[config.mk]
export PLATFORM = sky130hd
export DESIGN_NAME = spr_lane
export DESIGN_NICKNAME = d
export VERILOG_FILES = /design/src/rtl/stereo_predictive_residual_coder_assert.svh /design/src/rtl/spr_pkg.sv /design/src/rtl/spr_mest.sv /design/src/rtl/spr_lane.sv
export SDC_FILE = /design/constraint.sdc
export NUM_CORES = 2
export LEC_CHECK = 0
export BUFFER_PORTS_ARGS = -buffer_cell sky130_fd_sc_hd__buf_2
export CAP_MARGIN = 20
export CELL_PAD_IN_SITES_DETAIL_PLACEMENT = 1
export CELL_PAD_IN_SITES_GLOBAL_PLACEMENT = 1
export CORE_AREA = 2 2 329 331
export CTS_CLUSTER_DIAMETER = 150
export CTS_CLUSTER_SIZE = 10
export DETAILED_ROUTE_END_ITERATION = 10
export DIE_AREA = 0 0 331 333
export PLACE_DENSITY = 0.78
export SLEW_MARGIN = 15
export SYNTH_ARGS = -nofsm -noshare
export SYNTH_HDL_FRONTEND = slang
export SYNTH_HIERARCHICAL = 1
export SYNTH_SLANG_ARGS = --single-unit
[constraint.sdc]
create_clock -name clk -period 14 [get_ports clk]
set_clock_uncertainty 0.2 [all_clocks]
set_input_delay 2.8 -clock clk [delete_from_list [all_inputs] [get_ports clk]]
set_output_delay 2.8 -clock clk [all_outputs]
set_load 0.005 [all_outputs]
[src/rtl/stereo_predictive_residual_coder_assert.svh]
// Assertion macros shared by the coder RTL.
`ifndef STEREO_PREDICTIVE_RESIDUAL_CODER_ASSERT_SVH
`define STEREO_PREDICTIVE_RESIDUAL_CODER_ASSERT_SVH

// Same-cycle implication, disabled during reset.
`define SPR_ASSERT_NOW(label, clk, rst, ante, cons) \
  label: assert property (@(posedge clk) disable iff (rst) (ante) |-> (cons)) \
    else $error("spr assertion failed");

// Next-cycle implication, disabled during reset.
`define SPR_ASSERT_NEXT(label, clk, rst, ante, cons) \
  label: assert property (@(posedge clk) disable iff (rst) (ante) |=> (cons)) \
    else $error("spr assertion failed");

`endif

[src/rtl/spr_pkg.sv]
`timescale 1ns / 1ps

package spr_pkg;

  // Sample and state widths
  localparam int SAMPLE_W  = 16;
  localparam int SUM_W     = 28;
  localparam int CNT_W     = 12;
  localparam int M_W       = 16;
  localparam int QB_W      = 4;
  localparam int CFG_W     = 16;

  // Fixed-point log2: integer part, Q16 fraction, Q1.30 mantissa
  localparam int LOG_INT_W = 5;
  localparam int FRAC_W    = 16;
  localparam int LOG_W     = LOG_INT_W + FRAC_W;
  localparam int NORM_W    = 31;
  localparam int SQ_CNT_W  = $clog2(FRAC_W);

  // Ceiling divide of 2^16 by the log difference
  localparam int DIV_W     = LOG_W + 1;
  localparam int DIV_CNT_W = $clog2(DIV_W);

  // Register reset values
  localparam logic             RST_LOSSLESS  = 1'b1;
  localparam logic [QB_W-1:0]  RST_QUANT     = '0;
  localparam logic [M_W-1:0]   RST_INITIAL_M = 16'd4;
  localparam logic [CNT_W-1:0] RST_WINDOW    = 12'd1000;

  localparam logic [SUM_W-1:0] SUM_MAX = '1;
  localparam logic [M_W-1:0]   M_MAX   = '1;
  localparam logic [M_W:0]     M_BIAS  = 17'd2;

  // Configuration register indexes
  typedef enum logic [1:0] {
    REG_LOSSLESS_MODE  = 2'd0,
    REG_QUANT_BITS     = 2'd1,
    REG_INITIAL_M      = 2'd2,
    REG_WINDOW_LENGTH  = 2'd3
  } cfg_reg_t;

  // Per-lane controls from the sequencer
  typedef struct packed {
    logic load;
    logic pred;
    logic acc;
    logic est_start;
  } lane_ctl_t;

  // Per-lane status toward the merge stage
  typedef struct packed {
    logic           busy;
    logic [M_W-1:0] m;
  } lane_sts_t;

endpackage

[src/rtl/spr_mest.sv]
`timescale 1ns / 1ps

// Golomb parameter estimate for one channel:
// m = ceil(2^16 / (L(n+s) - L(s))), with L a Q16 log2 computed by repeated squaring.
module spr_mest (
  input  logic                       clk,
  input  logic                       rst,
  input  logic                       start,
  input  logic [spr_pkg::CNT_W-1:0]  n,
  input  logic [spr_pkg::SUM_W-1:0]  s,
  output logic                       busy,
  output logic [spr_pkg::M_W-1:0]    m
);

  typedef enum logic [1:0] {ST_IDLE, ST_NORM, ST_SQR, ST_DIV} state_t;

  state_t                              state;
  logic                                phase;
  logic [spr_pkg::NORM_W-1:0]          y;
  logic [spr_pkg::LOG_INT_W-1:0]       k;
  logic [spr_pkg::FRAC_W-1:0]          frac;
  logic [spr_pkg::SQ_CNT_W-1:0]        sq_cnt;
  logic [spr_pkg::LOG_W-1:0]           log_hi;
  logic [spr_pkg::SUM_W-1:0]           s_hold;
  logic [spr_pkg::LOG_W-1:0]           divisor;
  logic [spr_pkg::DIV_W-1:0]           rem;
  logic [spr_pkg::DIV_W-1:0]           quo;
  logic [spr_pkg::DIV_CNT_W-1:0]       div_cnt;

  logic [spr_pkg::SUM_W:0]             n_plus_s;
  logic [2*spr_pkg::NORM_W-1:0]        prod;
  logic [spr_pkg::NORM_W:0]            sq;
  logic [spr_pkg::FRAC_W-1:0]          frac_next;
  logic [spr_pkg::LOG_W-1:0]           log_now;
  logic [spr_pkg::LOG_W-1:0]           log_diff;
  logic [spr_pkg::DIV_W-1:0]           dividend;
  logic [spr_pkg::DIV_W-1:0]           rem_shift;
  logic                                rem_ge;
  logic [spr_pkg::DIV_W-1:0]           rem_next;
  logic [spr_pkg::DIV_W-1:0]           quo_next;

  assign busy = (state != ST_IDLE);

  // Squaring step of the log: Q1.30 squared, taken as Q2.30
  assign n_plus_s  = {1'b0, s} + (spr_pkg::SUM_W+1)'(n);
  assign prod      = y * y;
  assign sq        = prod[2*spr_pkg::NORM_W-1 : spr_pkg::NORM_W-1];
  assign frac_next = {frac[spr_pkg::FRAC_W-2:0], sq[spr_pkg::NORM_W]};
  assign log_now   = {k, frac_next};
  assign log_diff  = log_hi - log_now;
  assign dividend  = spr_pkg::DIV_W'(1 << spr_pkg::FRAC_W)
                     + spr_pkg::DIV_W'(log_diff) - spr_pkg::DIV_W'(1);

  // Restoring divide, one quotient bit per cycle
  assign rem_shift = {rem[spr_pkg::DIV_W-2:0], quo[spr_pkg::DIV_W-1]};
  assign rem_ge    = (rem_shift >= spr_pkg::DIV_W'(divisor));
  assign rem_next  = rem_ge ? (rem_shift - spr_pkg::DIV_W'(divisor)) : rem_shift;
  assign quo_next  = {quo[spr_pkg::DIV_W-2:0], rem_ge};

  // Sequence: normalize, square 16 times, repeat for s, then divide
  always_ff @(posedge clk) begin
    if (rst) begin
      state <= ST_IDLE;
    end else begin
      unique case (state)
        ST_IDLE: begin
          if (start) begin
            if (s == '0) begin
              m <= '0;
            end else begin
              s_hold <= s;
              y      <= spr_pkg::NORM_W'(n_plus_s);
              k      <= spr_pkg::LOG_INT_W'(spr_pkg::NORM_W - 1);
              phase  <= 1'b0;
              state  <= ST_NORM;
            end
          end
        end
        ST_NORM: begin
          if (y[spr_pkg::NORM_W-1]) begin
            sq_cnt <= '0;
            frac   <= '0;
            state  <= ST_SQR;
          end else if (y[spr_pkg::NORM_W-1 -: 4] == 4'd0) begin
            y <= y << 4;
            k <= k - spr_pkg::LOG_INT_W'(4);
          end else begin
            y <= y << 1;
            k <= k - spr_pkg::LOG_INT_W'(1);
          end
        end
        ST_SQR: begin
          frac   <= frac_next;
          sq_cnt <= sq_cnt + spr_pkg::SQ_CNT_W'(1);
          if (sq_cnt != spr_pkg::SQ_CNT_W'(spr_pkg::FRAC_W - 1)) begin
            y <= sq[spr_pkg::NORM_W] ? sq[spr_pkg::NORM_W:1] : sq[spr_pkg::NORM_W-1:0];
          end else if (!phase) begin
            // hold L(n+s), restart on s
            log_hi <= log_now;
            phase  <= 1'b1;
            y      <= spr_pkg::NORM_W'(s_hold);
            k      <= spr_pkg::LOG_INT_W'(spr_pkg::NORM_W - 1);
            state  <= ST_NORM;
          end else if (log_diff == '0) begin
            m     <= spr_pkg::M_MAX;
            state <= ST_IDLE;
          end else begin
            divisor <= log_diff;
            quo     <= dividend;
            rem     <= '0;
            div_cnt <= '0;
            state   <= ST_DIV;
          end
        end
        ST_DIV: begin
          rem     <= rem_next;
          quo     <= quo_next;
          div_cnt <= div_cnt + spr_pkg::DIV_CNT_W'(1);
          if (div_cnt == spr_pkg::DIV_CNT_W'(spr_pkg::DIV_W - 1)) begin
            // saturate to the field width
            m     <= (|quo_next[spr_pkg::DIV_W-1:spr_pkg::M_W]) ? spr_pkg::M_MAX
                                                               : quo_next[spr_pkg::M_W-1:0];
            state <= ST_IDLE;
          end
        end
        default: state <= ST_IDLE;
      endcase
    end
  end

endmodule

[src/rtl/spr_lane.sv]
`timescale 1ns / 1ps

// One channel: predictor, history, zigzag accumulator and parameter estimate.
module spr_lane (
  input  logic                          clk,
  input  logic                          rst,
  input  spr_pkg::lane_ctl_t            ctl,
  input  logic                          lossless,
  input  logic [spr_pkg::QB_W-1:0]      qbits,
  input  logic [spr_pkg::SAMPLE_W-1:0]  sample,
  input  logic [spr_pkg::CNT_W-1:0]     n,
  output logic [spr_pkg::SAMPLE_W-1:0]  residual,
  output spr_pkg::lane_sts_t            sts
);

  logic [spr_pkg::SAMPLE_W-1:0] x;
  logic [spr_pkg::SAMPLE_W-1:0] h0;
  logic [spr_pkg::SAMPLE_W-1:0] h1;
  logic [spr_pkg::SAMPLE_W-1:0] h2;
  logic [spr_pkg::SUM_W-1:0]    sum;

  logic [spr_pkg::SAMPLE_W-1:0] pred3;
  logic [spr_pkg::SAMPLE_W-1:0] diff3;
  logic [spr_pkg::SAMPLE_W-1:0] diff1;
  logic signed [spr_pkg::SAMPLE_W-1:0] dq;
  logic [spr_pkg::SAMPLE_W-1:0] dq_up;
  logic [spr_pkg::SAMPLE_W-1:0] res_next;
  logic [spr_pkg::SAMPLE_W-1:0] recon;
  logic [spr_pkg::SAMPLE_W-1:0] mapped;
  logic [spr_pkg::SUM_W:0]      sum_wide;
  logic                         est_busy;
  logic [spr_pkg::M_W-1:0]      est_m;

  // Third-order and first-order predictions, all modulo the sample width
  assign pred3    = {h0[spr_pkg::SAMPLE_W-2:0], 1'b0} + h0
                    - ({h1[spr_pkg::SAMPLE_W-2:0], 1'b0} + h1) + h2;
  assign diff3    = x - pred3;
  assign diff1    = x - h0;
  assign dq       = $signed(diff1) >>> qbits;
  assign dq_up    = dq << qbits;
  assign res_next = lossless ? diff3 : dq;
  assign recon    = lossless ? x : (h0 + dq_up);

  // Zigzag map and saturating accumulate
  assign mapped   = {residual[spr_pkg::SAMPLE_W-2:0], 1'b0}
                    ^ {spr_pkg::SAMPLE_W{residual[spr_pkg::SAMPLE_W-1]}};
  assign sum_wide = {1'b0, sum} + (spr_pkg::SUM_W+1)'(mapped);

  always_ff @(posedge clk) begin
    if (rst) begin
      h0  <= '0;
      h1  <= '0;
      h2  <= '0;
      sum <= '0;
    end else begin
      if (ctl.pred) begin
        h2 <= h1;
        h1 <= h0;
        h0 <= recon;
      end
      if (ctl.acc) begin
        sum <= sum_wide[spr_pkg::SUM_W] ? spr_pkg::SUM_MAX : sum_wide[spr_pkg::SUM_W-1:0];
      end else if (ctl.est_start) begin
        sum <= '0;
      end
    end
  end

  // Sample and residual registers
  always_ff @(posedge clk) begin
    if (ctl.load) begin
      x <= sample;
    end
    if (ctl.pred) begin
      residual <= res_next;
    end
  end

  spr_mest u_mest (
    .clk   (clk),
    .rst   (rst),
    .start (ctl.est_start),
    .n     (n),
    .s     (sum),
    .busy  (est_busy),
    .m     (est_m)
  );

  assign sts.busy = est_busy;
  assign sts.m    = est_m;

endmodule

# After elaboration in Yosys (flattened, before gate mapping)
# Cells that the tools add are included.
# W data, S select, Z words.
# op_classes
add_sub_neg,17
multipliers,1
magnitude_cmp,1
n_eq_ne,17
n_shift,2
muxes,57
n_bitwise,6
n_reduce_logical,23
# ops
op,count
$mux W31,7
$mux W16,9
$pmux W31 S3,1
$mux W21,4
$mux W28,3
$mux W22,3
$add A16 B16 Y16,4
$mul A31 B31 Y62,1
$pmux W16 S3,1
$sub A16 B16 Y16,3
$mux W5,9
$pmux W22 S2,1
$pmux W21 S2,1
$sub A21 B21 Y21,2
$pmux W15 S2,1
$add A28 B12 Y29,1
$add A28 B16 Y29,1
$logic_not A28 Y1,1
$reduce_and A5 Y1,5
$add A17 B21 Y22 const A,1
$ge A22 B21 Y1,1
$sub A22 B1 Y22 const B,1
$logic_not A21 Y1,1
$shl A16 B4 Y16,1
33 further kinds,61
# totals
register_bits,300
out_inout_bits,33

# Depth between registers and ports, before layout
# logic_depth
word_depth,8
mapped_depth,42
ltp_nobuf,39

# Hierarchy
# The synthesis kept the hierarchy.
# modules_own_cells
module,instances,cells_each,area_per_inst_um2
spr_mest,1,4121,39047.4
spr_lane,1,1225,10821.6

# Least setup slack after synthesis
# OpenSTA, ideal clock, no wires.
# synth_timing
path_kind,register -> register
startpoint,register u_mest/y[12] in the netlist's numbering
endpoint,register u_mest/div_cnt[0] in the netlist's numbering (enable)
setup_ns,0.520
t_arrival_ns,12.899
required_time_ns,13.280
path_slack_ns,0.382
stages_incl_launch_ff,38
period_less_slack_ns,13.618
path_cell_list,edfxtp_1 clkbuf_1 clkbuf_1 nand2_1 fa_1 inv_1 fa_1 inv_1 fa_1 fa_1 inv_1 fa_1 fa_1 fa_1 inv_1 fa_1 inv_1 ha_1 (+2 left out) or4_1 o21ai_2 a21oi_1 o2bb2ai_2 nor2_2 inv_2 buf_2 ha_1 inv_1 fa_1 a211oi_1 o21a_1 o21bai_1 o311ai_1 a211oi_4 nand4b_1 nor3_2 o21ai_0
# synth_between
elab_chain_cells,5
# synth_rtl
item,line_no,rtl
start: declaration,spr_mest.sv:19,logic [spr_pkg::NORM_W-1:0] y;
start signal: assignment,spr_mest.sv:72,y <= spr_pkg::NORM_W'(n_plus_s);
start signal: assignment,spr_mest.sv:85,y <= y << 4;
start signal: assignment,spr_mest.sv:88,y <= y << 1;
$mul A31 B31 Y62,spr_mest.sv:46,assign prod = y * y;
named net u_mest.prod (one bit),spr_mest.sv:31,logic [2*spr_pkg::NORM_W-1:0] prod;
$sub A21 B21 Y21,spr_mest.sv:50,assign log_diff = log_hi - log_now;
named net u_mest.log_diff (one bit),spr_mest.sv:35,logic [spr_pkg::LOG_W-1:0] log_diff;
$logic_not A21 Y1,spr_mest.sv:104,end else if (log_diff == '0) begin
$ne A2 B2 Y1 (no source line),n/a,
$reduce_and A5 Y1 (no source line),n/a,
end signal: assignment,spr_mest.sv:118,div_cnt <= div_cnt + spr_pkg::DIV_CNT_W'(1);
end: declaration,spr_mest.sv:28,logic [spr_pkg::DIV_CNT_W-1:0] div_cnt;
# The timed path passes the listed nets, and every way through them passes these cells.
# A chain may end at the register's enable or synchronous reset.

# Worst setup path after layout
# layout_timing
startpoint,register u_mest/y[6] in the netlist's numbering
endpoint,register u_mest/m[8] in the netlist's numbering (enable)
# layout_between
elab_chain_cells,5
# layout_rtl
item,line_no,rtl
$mul A31 B31 Y62,spr_mest.sv:46,
$sub A21 B21 Y21,spr_mest.sv:50,
named net u_mest.log_diff (one bit),spr_mest.sv:35,
$logic_not A21 Y1,spr_mest.sv:104,
$ne A2 B1 Y1 (no source line),n/a,
$reduce_and A8 Y1 (no source line),n/a,
end signal: assignment,spr_mest.sv:105,m <= spr_pkg::M_MAX;
end signal: assignment,spr_mest.sv:121,m <= (|quo_next[spr_pkg::DIV_W-1:spr_pkg::M_W]) ? spr_pkg::M_MAX
end: declaration,spr_mest.sv:12,output logic [spr_pkg::M_W-1:0] m
# The timed path passes the listed nets, and every way through them passes these cells.

==> impl_metrics.env <==
export IMPL_status="complete, no violations"
export IMPL_area_growth_pct=5.01
export IMPL_synth_top_family_by_area="adder cells"
export IMPL_drt_iter0_markers=2859
export IMPL_synth_cell_area_um2=49900
export IMPL_cap_violations=0
export IMPL_wl_per_cell_um=23.3
export IMPL_synth_compound_area_share_pct=12.5
export IMPL_post_cts_resized=0
export IMPL_synth_xor_area_share_pct=3.41
export IMPL_die_y_um=333
export IMPL_clock_sinks=300
export IMPL_synth_fa_ha_area_share_pct=42.5
export IMPL_vias=39000
export IMPL_synth_most_common_cell="inv_1"
export IMPL_path_buf_inv=6
export IMPL_cp_end_kind="flip-flop"
export IMPL_design_area_um2=52400
export IMPL_critical_path_required_ns=13.99
export IMPL_cp_data_arrival_time_ns=12.52
export IMPL_yosys_top_cells_count="1,067 x inv_1, 813 x fa_1, 504 x nand2_1"
export IMPL_startpoint_type="flip-flop"
export IMPL_timing_setup_tns_ns=0
export IMPL_cts_setup_buffers=0
export IMPL_grt_use_total_pct=29.0
export IMPL_drc=0
export IMPL_ctsHoldBuffers=0
export IMPL_grt_setup_unrepaired="false"
export IMPL_critPathMostFrequentCell="fa_1"
export IMPL_grt_pass1_wl_um=249000
export IMPL_routed_via_density=5.82
export IMPL_gp_congestion=0.943
export IMPL_tritoncts="done"
export IMPL_finalHoldViolCount=0
export IMPL_placed_cell_area_um2=51300
export IMPL_clockRootBuffer="clkbuf_16"
export IMPL_row_count=120
export IMPL_numCtsBuffers=36
export IMPL_dp_final_hpwl_um=124000
export IMPL_final_antenna_net_count=0
export IMPL_fmax_mhz=79.8
export IMPL_synth_cell_types=120
export IMPL_ios=72
export IMPL_clockBufferDepth=3
export IMPL_insertion_delay_ns=0.58
export IMPL_synth_main_ff_cell="edfxtp_1"
export IMPL_antenna_found_initial=2
export IMPL_layout_nets=6527
export IMPL_hold_class="flip-flop to flip-flop"
export IMPL_overflow=0
export IMPL_die_area_um2=110000
export IMPL_seq_area_frac_synth_pct=16.5
export IMPL_synth_largest_area_cell="fa_1"
export IMPL_synth_seq_cells=300
export IMPL_syn_nets=6590
export IMPL_chipWidth_um=331
export IMPL_firstDrtPassIters=5
export IMPL_grt_pass1_vias=43300
export IMPL_synthArstFlopShare_pct=0
export IMPL_syn_area_per_cell_um2=9.33
export IMPL_yosysWarnings=6
export IMPL_detail_route_wirelength_um=157000
export IMPL_crit_path_max_incr_delay_ns=0.91
export IMPL_worstPathMaxFanout=19
export IMPL_core_area_um2=107000
export IMPL_period_minus_slack_ns=12.53
export IMPL_worstSetupPathType="flip-flop to flip-flop"
export IMPL_start_util_pct=46.8
export IMPL_fill_cells=12300
export IMPL_setup_viol_count_final=0
export IMPL_yosys_area_share_simple_pct=12.9
export IMPL_period_share_pct=89.5
export IMPL_drive_gt1_share_pct=5.07
export IMPL_critPathTopFamily="adder cells"
export IMPL_synthesis_instances=5346
export IMPL_port_buffers=71
export IMPL_cp_slowest_cell="edfxtp_1"
export IMPL_synth_edff_count=222
export IMPL_cts_clk_slew_worst_paths_ns=0.07
export IMPL_ys_top_cells_by_area="fa_1 33%, edfxtp_1 13%, ha_1 9.8%, inv_1 8.0%, nand2_1 3.8%"
export IMPL_h_tree_depth=2
export IMPL_synth_top_area_share_pct=32.6
export IMPL_slew_headroom_pct=17.9
export IMPL_grt_max_degree=73
export IMPL_drv_slew=0
export IMPL_worst_slew_pin_slew_ns=1.23
export IMPL_synth_mux_area_share_pct=1.73
-- cell families (layout without fill, tap and decap cells) --
kind of cell,Yosys count,after routing
flip-flops,300,300
other,0,1
multiplexers,82,82
buffers and inverters,1307,1271
AO/OA/AOI/OAI,910,910
adder cells (fa/ha/maj),1205,1205
XOR/XNOR,194,194
AND/OR/NAND/NOR,1348,1348
-- worst paths after layout --
check | end | slack (ns) | start | cells past startpoint
max | u_mest/m[8] | 1.47 | u_mest/y[6] | 35
min | u_mest/log_hi[15] | 0.24 | u_mest/frac[14] | 0
max reg2reg | u_mest/m[8] | 1.47 | u_mest/y[6] | 35
min reg2reg | u_mest/log_hi[15] | 0.24 | u_mest/frac[14] | 0
-- metrics by stage --
step / hold WS [ns] / utilization [%] / setup WS [ns] / cells
floorplan: 0.226 / - / 0.382 / 5346
global placement: 0.229 / 48.1 / 2.05 / 6647
detailed placement: 0.233 / 48.1 / 1.62 / 6647
CTS: 0.240 / 49.1 / 1.54 / 6712
global route: 0.247 / 49.1 / 0.786 / 6713
finish: 0.235 / 49.1 / 1.47 / 6714
-- layout make-up --
cell class                 instances  area [um^2]  area share [%]
multi-input combinational       3739        36500            69.7
timing repair buffer             130          808            1.54
tap                             1403         1760            3.35
antenna                            1         2.50         0.00478
clock inverter                     4         53.8           0.103
inverter                        1076         4040            7.71
sequential                       300         8230            15.7
clock buffer                      61         1000            1.92
-- metal layers --
metal	share of wire, %	track usage (%)	vias to the layer above
met5	0	0	-
met4	3.4	8.76	0
met3	6.4	3.22	296
met2	48	48.6	1293
met1	42	39.5	20200
li1	-	-	17300
-- flip-flops by register name (all words and copies together) (netlist names), 21 cells and up --
register / count
u_mest/log_hi: 21
u_mest/divisor: 21
u_mest/quo: 22
sum: 28
u_mest/y: 31
u_mest/s_hold: 28
u_mest/rem: 21
-- cells in the final DEF, fill, tap and decap left out, types with 86 or more instances in the layout --
cell         n
nor2_1     266
xnor2_1    108
xor2_1      86
o21ai_0    156
fa_1       813
inv_1     1067
nand2_1    504
and2_1     183
ha_1       391
edfxtp_1   222
a21oi_1    243
Power is left out: the tool's default activity adds up to more than one toggle a clock period on the data nets, which glitch-free logic cannot reach.
